File: config.mk
export PLATFORM = sky130hd
export DESIGN_NAME = dait_ctrl
export DESIGN_NICKNAME = d
export VERILOG_FILES = /design/src/hw/rtl/dual_axis_impedance_torque_macros.svh /design/src/hw/rtl/dait_pkg.sv /design/src/hw/rtl/dait_ctrl.sv
export SDC_FILE = /design/constraint.sdc
export NUM_CORES = 1
export LEC_CHECK = 0
export BUFFER_PORTS_ARGS = -buffer_cell sky130_fd_sc_hd__buf_4
export CORE_AREA = 2 2 39 41
export CTS_CLUSTER_SIZE = 40
export DETAILED_ROUTE_END_ITERATION = 8
export DIE_AREA = 0 0 41 43
export PLACE_DENSITY = 0.78
export SLEW_MARGIN = 20
export SYNTH_ARGS = -nofsm -noshare
export SYNTH_HDL_FRONTEND = slang
export SYNTH_SLANG_ARGS = --single-unit
File: constraint.sdc
create_clock -name clk -period 3.1 [get_ports clk]
set_input_delay 0.31 -clock clk [delete_from_list [all_inputs] [get_ports clk]]
set_output_delay 0.31 -clock clk [all_outputs]
set_load 0.02 [all_outputs]
File: src/hw/rtl/dual_axis_impedance_torque_macros.svh
// Assertion macros shared by the impedance torque RTL.
// No dependencies; included by files that carry concurrent checks.
`ifndef DUAL_AXIS_IMPEDANCE_TORQUE_MACROS_SVH
`define DUAL_AXIS_IMPEDANCE_TORQUE_MACROS_SVH

// Same-cycle implication, disabled during reset.
`define DAIT_ASSERT_IMP(lbl, clk, rstn, ante, cons) \
  lbl: assert property (@(posedge clk) disable iff (!(rstn)) (ante) |-> (cons)) \
    else $error("%m: implication check failed");

// Next-cycle implication, disabled during reset.
`define DAIT_ASSERT_NXT(lbl, clk, rstn, ante, cons) \
  lbl: assert property (@(posedge clk) disable iff (!(rstn)) (ante) |=> (cons)) \
    else $error("%m: next-cycle check failed");

`endif

File: src/hw/rtl/dait_pkg.sv
// Shared types and constants of the impedance torque controller.
// No dependencies; used by every RTL file of the block.
package dait_pkg;

  // input opcodes
  localparam logic [1:0] OPC_POS  = 2'd0;
  localparam logic [1:0] OPC_VEL  = 2'd1;
  localparam logic [1:0] OPC_TICK = 2'd2;
  localparam logic [1:0] OPC_RSVD = 2'd3;

  // register indexes
  localparam logic [2:0] REG_KP     = 3'd0;
  localparam logic [2:0] REG_KD     = 3'd1;
  localparam logic [2:0] REG_MG     = 3'd2;
  localparam logic [2:0] REG_TPOS0  = 3'd3;
  localparam logic [2:0] REG_TPOS1  = 3'd4;
  localparam logic [2:0] REG_TVEL0  = 3'd5;
  localparam logic [2:0] REG_TVEL1  = 3'd6;

  localparam logic [23:0] KP_RST    = 24'd32768;
  localparam logic [23:0] KD_RST    = 24'd5243;
  localparam logic [23:0] MG_RST    = 24'd197;
  localparam logic [31:0] TPOS_RST  = 32'd262144;

  localparam int AXIS_IDX_W = 3;           // covers up to eight axes
  localparam int DIV_NW     = 53;          // dividend bits
  localparam int DIV_DW     = 32;          // divisor bits
  localparam int DIV_CNT_W  = 6;

  localparam logic [34:0] SUM_CAP    = 35'h4_0000_0000;  // 4.0 in Q32
  localparam logic [29:0] PI4_Q30    = 30'd843314857;
  localparam logic [15:0] TORQUE_MAX = 16'd22938;
  localparam logic [36:0] ONE_Q16    = 37'd65536;
  localparam logic [32:0] SLOW_SPEED = 33'd4172;
  localparam logic [19:0] US_PER_S   = 20'd1000000;
  // x / 5 == (x * EMA_RECIP) >> EMA_SH, exact for x < 2^34
  localparam logic [31:0] EMA_RECIP  = 32'hCCCC_CCCD;
  localparam int          EMA_SH     = 34;
  localparam logic [4:0]  MSG_BASE   = 5'd14;

  typedef enum logic [3:0] {
    OP_NONE, OP_LATCH, OP_POS, OP_VEL_MUL, OP_DIV1_GO, OP_RAW_SAT, OP_DIV2_GO,
    OP_ACC_WR, OP_MUL_KP, OP_MUL_KD, OP_MUL_MG, OP_ACC, OP_MAG, OP_SC_HI,
    OP_SC_LO, OP_EMIT
  } dait_op_t;

  typedef enum logic [3:0] {
    ST_IDLE, ST_POS, ST_VEL_MUL, ST_VEL_CHK, ST_DIV1, ST_RAW, ST_AVG, ST_DIV2,
    ST_ACCW, ST_T_KP, ST_T_KD, ST_T_MG, ST_T_ACC, ST_T_MAG, ST_T_HI, ST_T_LO
  } dait_state_t;

  typedef struct packed {
    dait_op_t              op;
    logic [AXIS_IDX_W-1:0] ax;
  } dait_cmd_t;

  typedef struct packed {
    logic dt_zero;
    logic div_done;
    logic out_free;
  } dait_sts_t;

  typedef struct packed {
    logic [23:0]        kp;
    logic [23:0]        kd;
    logic [23:0]        mass_gain;
    logic signed [31:0] tpos0;
    logic signed [31:0] tpos1;
    logic signed [31:0] tvel0;
    logic signed [31:0] tvel1;
  } dait_cfg_t;

endpackage

File: src/hw/rtl/dait_ctrl.sv
// Controller state machine: sequences the datapath per transaction.
// Depends on dait_pkg.
module dait_ctrl #(
  parameter int NUM_AXES = 2
) (
  input  logic                 clk,
  input  logic                 rst_n,
  input  logic                 in_valid,
  input  logic [1:0]           in_opcode,
  input  logic                 in_axis,
  output logic                 in_ready,
  output dait_pkg::dait_cmd_t  cmd,
  input  dait_pkg::dait_sts_t  sts
);

  localparam int AXW = (NUM_AXES > 1) ? $clog2(NUM_AXES) : 1;

  dait_pkg::dait_state_t state_r, state_nxt;
  logic [AXW-1:0]        ax_r, ax_nxt;
  logic                  ax_ok;
  logic                  emit_r, emit_nxt;

  assign ax_ok = (int'(in_axis) < NUM_AXES);

  always_ff @(posedge clk) begin
    if (!rst_n) begin
      state_r <= dait_pkg::ST_IDLE;
      ax_r    <= '0;
      emit_r  <= 1'b0;
    end else begin
      state_r <= state_nxt;
      ax_r    <= ax_nxt;
      emit_r  <= emit_nxt;
    end
  end

  always_comb begin
    state_nxt = state_r;
    ax_nxt    = ax_r;
    emit_nxt  = emit_r;
    in_ready  = 1'b0;
    cmd.op    = dait_pkg::OP_NONE;
    cmd.ax    = dait_pkg::AXIS_IDX_W'(ax_r);
    case (state_r)
      dait_pkg::ST_IDLE: begin
        in_ready = !emit_r;
        if (emit_r) begin
          // output wait after the scale steps
          if (sts.out_free) begin
            cmd.op   = dait_pkg::OP_EMIT;
            emit_nxt = 1'b0;
            if (ax_r != AXW'(NUM_AXES - 1)) begin
              ax_nxt    = ax_r + 1'b1;
              state_nxt = dait_pkg::ST_T_KP;
            end
          end
        end else if (in_valid) begin
          cmd.op = dait_pkg::OP_LATCH;
          ax_nxt = AXW'(in_axis);
          case (in_opcode)
            dait_pkg::OPC_POS:  if (ax_ok) state_nxt = dait_pkg::ST_POS;
            dait_pkg::OPC_VEL:  if (ax_ok) state_nxt = dait_pkg::ST_VEL_MUL;
            dait_pkg::OPC_TICK: begin
              ax_nxt    = '0;
              state_nxt = dait_pkg::ST_T_KP;
            end
            default: state_nxt = dait_pkg::ST_IDLE;
          endcase
        end
      end
      dait_pkg::ST_POS: begin
        cmd.op    = dait_pkg::OP_POS;
        state_nxt = dait_pkg::ST_IDLE;
      end
      dait_pkg::ST_VEL_MUL: begin
        cmd.op    = dait_pkg::OP_VEL_MUL;
        state_nxt = dait_pkg::ST_VEL_CHK;
      end
      dait_pkg::ST_VEL_CHK: begin
        if (sts.dt_zero) begin
          state_nxt = dait_pkg::ST_IDLE;
        end else begin
          cmd.op    = dait_pkg::OP_DIV1_GO;
          state_nxt = dait_pkg::ST_DIV1;
        end
      end
      dait_pkg::ST_DIV1: if (sts.div_done) state_nxt = dait_pkg::ST_RAW;
      dait_pkg::ST_RAW: begin
        cmd.op    = dait_pkg::OP_RAW_SAT;
        state_nxt = dait_pkg::ST_AVG;
      end
      dait_pkg::ST_AVG: begin
        cmd.op    = dait_pkg::OP_DIV2_GO;
        state_nxt = dait_pkg::ST_DIV2;
      end
      // wait state while the reciprocal product is registered
      dait_pkg::ST_DIV2: state_nxt = dait_pkg::ST_ACCW;
      dait_pkg::ST_ACCW: begin
        cmd.op    = dait_pkg::OP_ACC_WR;
        state_nxt = dait_pkg::ST_IDLE;
      end
      dait_pkg::ST_T_KP: begin
        cmd.op    = dait_pkg::OP_MUL_KP;
        state_nxt = dait_pkg::ST_T_KD;
      end
      dait_pkg::ST_T_KD: begin
        cmd.op    = dait_pkg::OP_MUL_KD;
        state_nxt = dait_pkg::ST_T_MG;
      end
      dait_pkg::ST_T_MG: begin
        cmd.op    = dait_pkg::OP_MUL_MG;
        state_nxt = dait_pkg::ST_T_ACC;
      end
      dait_pkg::ST_T_ACC: begin
        cmd.op    = dait_pkg::OP_ACC;
        state_nxt = dait_pkg::ST_T_MAG;
      end
      dait_pkg::ST_T_MAG: begin
        cmd.op    = dait_pkg::OP_MAG;
        state_nxt = dait_pkg::ST_T_HI;
      end
      dait_pkg::ST_T_HI: begin
        cmd.op    = dait_pkg::OP_SC_HI;
        state_nxt = dait_pkg::ST_T_LO;
      end
      dait_pkg::ST_T_LO: begin
        cmd.op    = dait_pkg::OP_SC_LO;
        emit_nxt  = 1'b1;
        state_nxt = dait_pkg::ST_IDLE;
      end
      default: state_nxt = dait_pkg::ST_IDLE;
    endcase
  end

endmodule

==> results.txt, run 1 <==
For the post-detailed-route count of antenna-violating nets, the log shows 0. The run gives 6 as the count of TritonRoute iterations in the first routing pass. Summed over all nets, the half-perimeter wirelength after detailed placement is 1020 µm.

STA puts the critical path data required time at 2.79 ns. In the final design database the tool counted 94 nets. In this design, the stage delay of the slowest critical-path cell is 0.64 ns. The highest clock rate is 484 MHz, and the post-synthesis instance area is 577 µm². The average wire per cell in the routed design was 14.3 µm. The fraction of layout instances using a drive strength above 1 was 0.265.

Clock root buffer: sky130_fd_sc_hd__clkbuf_4. The tools report the global-route track usage on met1 as 0.209. TritonCTS built the clock tree. The startpoint type of the worst setup path was a flop. In this run the worst path has a maximum fanout of 18. Utilization of the core after routing: 0.486.

The share of the clock period used by the worst path after layout was 0.667. The number of buffers and inverters on the critical path was 1; the count of endpoints failing setup in the final report was 0. At the end of routability-driven placement, the weighted congestion stood at 0.817. The async set-reset flop share out of synthesis is 0, and the number of distinct library cell variants in the gate-level netlist after synthesis is 40. After global routing, the most crowded layer is met2.

The via count normalized by instance count was 6.04. The first global-routing pass estimated 2060 µm of wire. The top cell types in the final layout, fill and taps aside, are sky130_fd_sc_hd__buf_4, sky130_fd_sc_hd__dfxtp_1, sky130_fd_sc_hd__a21oi_1, sky130_fd_sc_hd__nor2b_1. The fraction of met3 tracks used by global routing was 0.0733; the area of the placeable core was 1380 µm².

The mean instance size in the synthesized netlist works out to 7.79 µm². The final max-slew violation count came out at 0. The worst register-to-register path has a depth of 3.

The worst hold path was traced through 2 stages. In this run the static leakage power is 0.282 nW. Number of global-route vias before repair: 468. In this run the critical register-to-register path is launched from state_r[2]. The power per standard cell area works out to 368 nW/µm². The worst hold endpoint was state_r[2].

The largest buffer count on any clock path was 2. The critical path's slowest cell was sky130_fd_sc_hd__dfxtp_1. Global route total overflow: 0. The count of antenna diodes in the layout was 0; the transition time of the tightest slew-check pin was 0.544 ns.

The run finished with clean final reports. The width of the chip is 41 µm, and the time the final worst path needs with I/O delays and setup is 2.07 ns. Entering global routing, the biggest net connects 20 pins. The min-delay analysis places its worst path in the category primary input to flop. The instance count of the mapped netlist was 74. Final setup skew: 0.00397 ns. The final layout contains routed wiring with a total length of 1410 µm. In this design, the largest share of critical-path delay is due to flip-flops. The final route contains 598 vias. The tools report the post-cts resize count as 0. The run gives 0.244 as the met2 routing resource usage after global routing. The clock reaches the later pin of the worst-skew pair after 0.24 ns. The final hold violation count is 0, and the CTS buffer count is 3.

Measured along the y axis, the die boundary spans 43 µm. The most critical setup path has its startpoint at state_r[1]. Capturing element type of the critical path: an output port.

The synthesis-to-layout area growth came out at 16.5%. The number of port buffers was 14. After clock tree synthesis, the clock-pin slew on the worst setup and hold paths is 0.05 ns. For this run, the leading register cell type out of synthesis is sky130_fd_sc_hd__dfxtp_1. The logs give 0 for the cts-stage hold buffer count and 1 for the deepest level of the CTS H-tree. In the routed design, unresolved DRC markers number 0. The worst register-to-register path ends at state_r[0]. The initialized floorplan defines 14 standard-cell rows. Traced cell by cell, the critical path runs through nor4bb_1 -> a311oi_1 -> o22ai_1 -> buf_4.

The tools report the number of antenna violations at the first check in global routing as 0. The tools report the setup slack on the worst flop-to-flop path as 1.45 ns. Setup repair after global routing left no endpoint under its margin. The startpoint identified for the worst hold timing path is rst_n. The run gives 0.417 as the initial cell density of the core. The fraction of the yosys area taken by sequential cells is 0.208, and the number of DRC markers in iteration 0 is 13. The number of max-cap violations is 0. The Yosys step of the flow raised 0 warnings. The tightest slew margin relative to the limit is 0.637.

The tree built by TritonCTS fans out to 6 sinks. The number of setup buffers added after CTS is 0. The number of register bits inferred by synthesis was 6; the arrival time reported for the critical path endpoint was 1.76 ns. The total I/O pin count came out at 17.

The overall routing resource usage is 0.169, and the setup TNS is 0 ns. VDD sags by at most 0.000212 V. The number of enable-type register cells in the synthesized netlist was 0. The path type of the worst setup path is flop to output port.

The die covers 1760 µm². Most common cell after layout, fill and taps aside: sky130_fd_sc_hd__buf_4.
[cell type report]
class / instances / area (µm²)
fillers: 144 / 712
inverters: 2 / 7.51
clock buffers: 3 / 22.5
flip-flops and latches: 6 / 120
well taps: 16 / 20.0
multi-input cells: 58 / 397
repair buffers: 14 / 105
[power breakdown]
group | leakage, nW | total (W) | internal (W) | switching (W)
Sequential | 0.0489 | 0.0000937 | 0.0000817 | 0.0000121
Combinational | 0.220 | 0.0000824 | 0.0000409 | 0.0000415
Clock | 0.0138 | 0.0000713 | 0.0000437 | 0.0000275
Total | 0.282 | 0.000247 | 0.000166 | 0.0000810
[worst max path at each step]
stage          depth (start not counted)  endpoint  slack, ns
6_report                               4    cmd[5]       1.03
5_1_grt                                4    cmd[5]       0.91
4_1_cts                                4    cmd[5]       1.04
3_5_place_dp                           4    cmd[5]       1.31
3_3_place_gp                           4    cmd[5]       1.37
2_1_floorplan                          4    cmd[6]       1.51
[layer usage]
layer	part of all wire	routed length, µm
met5	0	0
met4	0.034	48
met3	0.061	86
met2	0.49	687
met1	0.42	588
[cell usage after synthesis (all sizes together) (2+ instances only)]
cell | n | area [µm²]
a31oi | 2 | 12.5
nand2b | 2 | 12.5
nand2 | 3 | 11.3
nor2b | 5 | 31.3
nor2 | 3 | 11.3
nor3b | 3 | 27.5
a21oi | 5 | 25.0
nor4bb | 2 | 20.0
and3b | 2 | 17.5
o21ai | 5 | 25.0
inv | 2 | 7.51
buf | 7 | 48.8
dfxtp | 6 | 120
nor3 | 4 | 20.0
clkbuf | 2 | 7.51
[metrics by stage]
stage	setup WS, ns	std cells	hold WS (ns)	power (W)	instance area, µm²
final	1.03	99	0.299	0.000247	672
after global routing	0.910	99	0.302	0.000259	672
after CTS	1.04	99	0.299	0.000247	672
after detailed placement	1.31	96	0.528	0.000177	649
after global placement	1.37	96	0.524	0.000174	649
after floorplan	1.51	75	0.428	0.000152	581
[state kept, by name, summed over array words and instances (netlist names)]
signal	count
state_r	4
ax_r	1
emit_r	1
[cells by family after synthesis]
| group | count (synthesis) | share of synthesized area |
|---|---|---|
| buf+inv | 11 | 0.111 |
| other cells | 1 | 0.00650 |
| flops | 6 | 0.208 |
| simple gates | 31 | 0.362 |
| compound gates | 22 | 0.260 |
| mux | 2 | 0.0369 |
| xor+xnor | 1 | 0.0152 |
No activity file was read; power rests on OpenSTA's default activity.
==> run 2, diff against run 1 <==
--- a/config.mk
+++ b/config.mk
@@ -6,11 +6,10 @@
 export NUM_CORES = 1
 export LEC_CHECK = 0
 export BUFFER_PORTS_ARGS = -buffer_cell sky130_fd_sc_hd__buf_4
-export CORE_AREA = 2 2 39 41
+export CORE_UTILIZATION = 44
 export CTS_CLUSTER_SIZE = 40
 export DETAILED_ROUTE_END_ITERATION = 8
-export DIE_AREA = 0 0 41 43
-export PLACE_DENSITY = 0.78
+export PLACE_DENSITY = 0.81
 export SLEW_MARGIN = 20
 export SYNTH_ARGS = -nofsm -noshare
 export SYNTH_HDL_FRONTEND = slang
==> constraint.sdc (replaced) <==
create_clock -name clk -period 1.9 [get_ports clk]
set_input_delay 0.19 -clock clk [delete_from_list [all_inputs] [get_ports clk]]
set_output_delay 0.19 -clock clk [all_outputs]
set_load 0.02 [all_outputs]
==> run 2 against run 1 <==
- sequential share of layout area is 0.52 points higher
- clock skew is 0.00069 ns lower
- via count is 6.0% lower
- critical path depth stayed put
- die area is 17% lower
- core utilization is 9.7 points higher
- register-to-register slack worse by 0.98 ns
- worst hold slack worse by 0.15 ns
- setup slack worse by 0.89 ns
- combinational power is 59% higher
- first-iteration DRC count is 54% lower
- critical endpoint is now cmd[4]
- largest cell class unchanged
==> results.txt, run 2 (synthesized netlist as in run 1, its figures left out) <==
The flow ran to the end, and the final reports show no timing, DRC or antenna violations. For the worst setup path, the data required time is 1.71 ns. Via total after detailed routing: 562. The average wire per cell in the routed design works out to 13.0 µm. For flop-to-flop paths, the worst setup slack is 0.47 ns. The logs give 1.56 ns for the arrival time reported for the critical path endpoint and 0.147 ns for the final setup slack of the worst path. The die height is 38.2 µm, and the number of max-cap violations is 0. The time the final worst path needs with I/O delays and setup is 1.75 ns, and the largest buffer count on any clock path is 2. The library cell used most frequently in the layout, excluding fill and tap cells, is sky130_fd_sc_hd__buf_4. Final setup skew: 0.00328 ns.

Worst hold endpoint: state_r[2]. Counting the buffers created by CTS gives 3. The die covers 1460 µm². The tools report the highest clock rate as 571 MHz. The tools report the worst slack at placement as 0.261 ns. CTS placed an instance of sky130_fd_sc_hd__clkbuf_4 at the clock tree root. The tools report the final hold violation count as 0. Setup violations remaining at the end of the flow were counted as 0. Measured along the x axis, the die boundary spans 38.2 µm.

The end of the worst register-to-register path is ax_r. The total overflow left after global routing is 0. The logs give 0 for the number of setup buffers added after CTS and 0 for the post-detailed-route count of antenna-violating nets. Via count normalized by instance count: 5.79. Counting cells, the worst reg-to-reg path comes to 3. Capturing element type of the critical path: an output port. The initial cell density of the core is 0.499, and the sum of routed wire length over all layers is 1260 µm.

Relative to the synthesized area, the layout overhead comes to 16.7%. The largest registers in the layout are state_r: 4 flops, ax_r: 1 flops, emit_r: 1 flops. In this run the static leakage power is 0.284 nW. The share of the clock period used by the worst path after layout is 0.922. The clock reaches the later pin of the worst-skew pair after 0.25 ns.

After detailed routing, the number of remaining DRC violations is 0. The pin count of the biggest net entering global routing is 20, and the area taken by flip-flops and latches is 124 µm². The setup TNS is 0 ns. The fraction of layout instances using a drive strength above 1 is 0.301. Path type of the worst setup path: flop to output port. Clock-pin transition on the worst setup and hold timing paths: 0.05 ns. The TritonCTS sink count is 6.

For the final max-slew violation count, the log shows 0. The number of port buffers is 14, and the number of global-route vias before repair is 489. The multi-input combinational cells in the finished layout cover a total of 397 µm².

The congestion estimate from routability-driven global placement came to 0.814. The sum of internal, switching and leakage power is 0.000411 W, and the deepest level of the CTS H-tree is 1. Setup repair after global routing left no endpoint under its margin. Dividing total power by cell area gives a power density of 610 nW/µm².

The worst setup path is launched from a flop. The logs give 0 for the count of antenna diodes in the layout and 1160 µm² for the area of the placeable core. TritonCTS built the clock tree.

VDD sags by at most 0.000407 V. For the pin with the worst max-slew slack, the measured transition is 0.538 ns. The total I/O pin count was 17; the wire length of the first global-routing pass was 2220 µm. In this run the most critical hold path is launched from rst_n. The tools report the launch instance of the worst register-to-register path as state_r[3]. The most flop-heavy register was state_r. For the utilization of the core after routing, the log shows 0.582. The type of the tightest min-delay check is primary input to flop.

After the first detailed-routing iteration, the DRC count stood at 6. The tools report the fill cell total of the finished layout as 112. The logs give 0.638 for the tightest slew margin relative to the limit and 12 for the number of core rows.

The top cell types in the final layout, fill and taps aside, are sky130_fd_sc_hd__buf_4, sky130_fd_sc_hd__a21oi_1, sky130_fd_sc_hd__nor2b_1, sky130_fd_sc_hd__nor3_1, sky130_fd_sc_hd__o21ai_0. The pre-antenna-repair detailed-routing pass consisted of 4 iterations. The register with the most flip-flops in the layout has 4 of them.

The overall routing resource usage came out at 0.220. Of all nets on the critical path, the largest fanout is 14. The post-layout net count was 94; the HPWL after detailed placement was 904 µm. Counting instances, the worst hold path has a depth of 2.

Buffers inserted to repair hold after CTS numbered 0. The run gives 0 as the number of antenna violations at the first check in global routing.
==> run 2: cell counts in the layout (fill, tap and decap cells not counted) <==
No cell type changed its count.
==> run 2: area by class of cell <==
type	instances	share of cell area
inverter	2	0.0112
sequential	6	0.184
multi-input combinational	58	0.589
tap	14	0.0260
clock buffer	3	0.0335
timing repair buffer	14	0.156
==> run 2: layer usage <==
metal  vias to the layer above  global-route usage  wire length, µm
li1                        290                   -                -
met1                       252               0.300              552
met2                        18               0.343              613
met3                         2              0.0523               78
met4                         0              0.0536               14
met5                         -                   0                0
==> run 2: worst max-delay path: stages, from the launching register on <==
cell	delay, ns
sky130_fd_sc_hd__dfxtp_1	0.58
sky130_fd_sc_hd__inv_1	0.20
sky130_fd_sc_hd__mux2i_1	0.16
sky130_fd_sc_hd__o211a_1	0.22
sky130_fd_sc_hd__buf_4	0.15
==> run 2: worst max-delay path by stage <==
| stage | endpoint | startpoint | cells after the start | slack (ns) |
|---|---|---|---|---|
| 2_1_floorplan | cmd[6] | state_r[0] | 4 | 0.43 |
| 3_3_place_gp | cmd[5] | state_r[1] | 4 | 0.30 |
| 3_5_place_dp | cmd[5] | state_r[1] | 4 | 0.26 |
| 4_1_cts | cmd[5] | state_r[0] | 4 | 0.04 |
| 5_1_grt | cmd[3] | emit_r | 4 | 0.02 |
| 6_report | cmd[4] | state_r[3] | 4 | 0.15 |
==> run 2: repair_timing <==
item / in CTS / in global routing
endpoints found under the setup margin: 1 / 2
gates cloned: 0 / 0
resized for setup: 1 / 2
==> run 2: power by group <==
group	switching (W)	internal, W	total [W]
registers	0.0000197	0.000134	0.000154
clock network	0.0000544	0.0000720	0.000126
logic	0.0000642	0.0000665	0.000131
total	0.000138	0.000272	0.000411
==> run 2: metrics by stage <==
stage | area [µm²] | hold slack (ns) | std cells
after detailed placement | 647 | 0.418 | 94
after global routing | 673 | 0.167 | 97
after CTS | 671 | 0.151 | 97
after floorplan | 581 | 0.308 | 75
after global placement | 647 | 0.419 | 94
final | 673 | 0.154 | 97
==> run 3, diff against run 2 <==
--- a/config.mk
+++ b/config.mk
@@ -6,10 +6,11 @@
 export NUM_CORES = 1
 export LEC_CHECK = 0
 export BUFFER_PORTS_ARGS = -buffer_cell sky130_fd_sc_hd__buf_4
-export CORE_UTILIZATION = 44
+export CORE_AREA = 2 2 39 41
 export CTS_CLUSTER_SIZE = 40
 export DETAILED_ROUTE_END_ITERATION = 8
-export PLACE_DENSITY = 0.81
+export DIE_AREA = 0 0 41 43
+export PLACE_DENSITY = 0.78
 export SLEW_MARGIN = 20
 export SYNTH_ARGS = -nofsm -noshare
 export SYNTH_HDL_FRONTEND = slang
==> constraint.sdc (replaced) <==
create_clock -name clk -period 1.75 [get_ports clk]
set_input_delay 0.175 -clock clk [delete_from_list [all_inputs] [get_ports clk]]
set_output_delay 0.175 -clock clk [all_outputs]
set_load 0.02 [all_outputs]
==> run 3 against run 2 <==
- clock power is 3% lower
- cell count is 3.1% higher
- clock skew fell by 0.0025 ns
- die area is 21% higher
- count of clock-buffer cells in the layout is the same
- global-route usage decreased by 5.0 points
- final area grew 3.0%
- critical endpoint is now in_ready
==> results.txt, run 3 (synthesized netlist as in run 1, its figures left out) <==
The final hold violation count came out at 0. The design draws 0.000433 W. For the post-place instance area, the log shows 657 µm².

The largest registers in the layout are state_r: 4 flops, ax_r: 1 flops, emit_r: 1 flops. Buffers placed on the I/O ports in this run total 14. The register with the most flip-flops in the layout has 4 of them.

The signal on the critical path passes through or4_4 -> nor2_1 -> buf_4. The number of global-route vias before repair was 496. Critical path's slowest cell: sky130_fd_sc_hd__or4_4.

Summed over all layers, the routed wires come to 1310 µm. The share of total power consumed by net switching was 0.318; the pin count of the biggest net entering global routing was 20. The logs give 4 for the count of TritonRoute iterations in the first routing pass and 0.655 for the tightest slew margin relative to the limit. The library cell used most frequently in the layout, excluding fill and tap cells, is sky130_fd_sc_hd__buf_4. The clock latency on the worst-skew pair was 0.24 ns. The number of max-cap violations is 0, and the synthesis-to-layout area growth is 20.2%. The die covers 1760 µm². The run gives 0.170 as the overall routing resource usage.

Internal power comes to 0.000296 W. The fill cell total of the finished layout was 134; the final setup skew was 0.000820 ns. The setup TNS is 0 ns, and the number of antenna violations at the first check in global routing is 0. Timing would allow up to 610 MHz. The clock-pin transition on the worst setup and hold timing paths is 0.04 ns, and the transition time of the tightest slew-check pin is 0.512 ns. The deepest level of the CTS H-tree was 1; the width of the chip was 41 µm. The worst setup path is of the flop to output port kind. The largest fanout on the critical path is 19, and the count of endpoints failing setup in the final report is 0.

For the post-layout net count, the log shows 95. The count of nets left with antenna violations once routing finished came out at 0. The area of the placeable core came out at 1380 µm². The run gives 0.292 nW as the standby leakage power. Across the VDD grid, the largest voltage drop is 0.000364 V.

Detailed placement finished with a half-perimeter wire length of 967 µm. The tools report the number of DRC markers in iteration 0 as 13. Setup repair after global routing left no endpoint under its margin.

For this run, the slowest stage of the critical path takes 0.58 ns. More flip-flops sit in one register than any other, and that register is state_r. After detailed routing, the met2 layer carries 654 µm of wire. Dividing the detail-routed via count by the number of cells gives 5.65. Die height: 43 µm. The tools report the wire length the detailed router placed on met1 as 598 µm. Type of the tightest min-delay check: primary input to flop. Once the clock tree was built, the setup fixing pass inserted 0 buffers. In this run the count of I/O pins placed on the die edge is 17.

The setup slack on the worst flop-to-flop path is 0.33 ns, and the share of the clock period used by the worst path after layout is 0.937. The congestion estimate from routability-driven global placement came to 0.870. The top layer used by detailed routing is met3.

For the worst slack on hold paths, the log shows 0.165 ns. The logs give 6 for the TritonCTS sink count and 0 for the post-detailed-route DRC marker count. At the worst endpoint, the required time is 1.57 ns.

The tools report the via total after detailed routing as 565. After the flow finishes, the layout carries non-filler instances totaling 100. The initial cell density of the core was 0.417; the power per standard cell area was 625 nW/µm². The floorplan has 14 rows. TritonCTS built the clock tree. Count of antenna diodes in the layout: 0. The worst setup path is launched from a flop. The final max-slew violation count came out at 0. The flow ran to the end, and the final reports show no timing, DRC or antenna violations. The combinational share of power came out at 0.333. For this design the total switching power over the nets is 0.000138 W. STA classifies the critical path endpoint as an output port. The time the final worst path needs with I/O delays and setup is 1.64 ns. Summed over all nets, wire length on met3 after detailed routing comes to 57 µm.

After detailed routing, the average wire length per cell comes to 13.1 µm. The fraction of layout instances using a drive strength above 1 is 0.345. The wire length of the first global-routing pass is 2010 µm, and the share of power burned in registers is 0.385.

The cts-stage hold buffer count was 0; the CTS buffer count was 3. CTS placed an instance of sky130_fd_sc_hd__clkbuf_4 at the clock tree root. Leaving out fill and tap cells, the most frequent cells in the layout are sky130_fd_sc_hd__buf_4, sky130_fd_sc_hd__a21oi_1, sky130_fd_sc_hd__nor2b_1, sky130_fd_sc_hd__o21ai_0, sky130_fd_sc_hd__dfxtp_2. Summing all non-filler instances in the final layout gives an area of 693 µm². The longest clock path from root to sink contains 2 buffers.

The clock share of power was 0.282; the global route total overflow was 0. In this run, placement finished with an instance count of 97. The arrival time reported for the critical path endpoint is 1.47 ns.
-- run 3: cell types whose count changed in the layout (fill, tap and decap cells not counted), sizes merged --
cell  previous run  this run
buf             14        15
-- run 3: power groups by stage --
stage,Combinational [W],Clock [W],Sequential (W)
2_1_floorplan,0.000117,0,0.000152
3_3_place_gp,0.000140,0,0.000167
3_5_place_dp,0.000143,0,0.000168
4_1_cts,0.000144,0.000130,0.000166
5_1_grt,0.000155,0.000146,0.000170
6_report,0.000144,0.000122,0.000167
-- run 3: area by class of cell --
type                    instances  area (µm²)  area share
well taps                      16        20.0      0.0289
flip-flops and latches          6         129       0.186
inverters                       2        7.51      0.0108
repair buffers                 15         113       0.162
clock buffers                   3        22.5      0.0325
multi-input cells              58         402       0.579
-- run 3: worst max-delay path: cells and delay by family (launching register included) --
family / cells / cell delay (ns)
buffers and inverters: 1 / 0.14
flip-flops: 1 / 0.40
AND/OR/NAND/NOR: 2 / 0.68
-- run 3: final timing paths --
kind | from | end | cells past startpoint
worst max-delay path | state_r[0] | in_ready | 3
worst min register to register | ax_r | ax_r | 2
worst max register to register | state_r[0] | ax_r | 3
worst min-delay path | rst_n | state_r[2] | 2
-- run 3: routing by layer --
| layer | up-vias | GRT usage |
|---|---|---|
| met2 | 11 | 0.244 |
| met3 | 0 | 0.0942 |
| met5 | - | 0 |
| met4 | 0 | 0.0467 |
| li1 | 294 | - |
| met1 | 260 | 0.213 |
-- run 3: timing repair --
| action | in CTS | in global routing |
|---|---|---|
| resized for setup | 2 | 5 |
| setup endpoints to repair | 2 | 4 |
| pin swaps | 0 | 0 |
-- run 3: per-stage QoR --
stage               utilization  setup WS [ns]
global placement          0.475          0.162
detailed placement        0.475          0.129
CTS                       0.493         0.0132
finish                    0.501          0.110
global route              0.501         0.0177
floorplan                     -          0.295
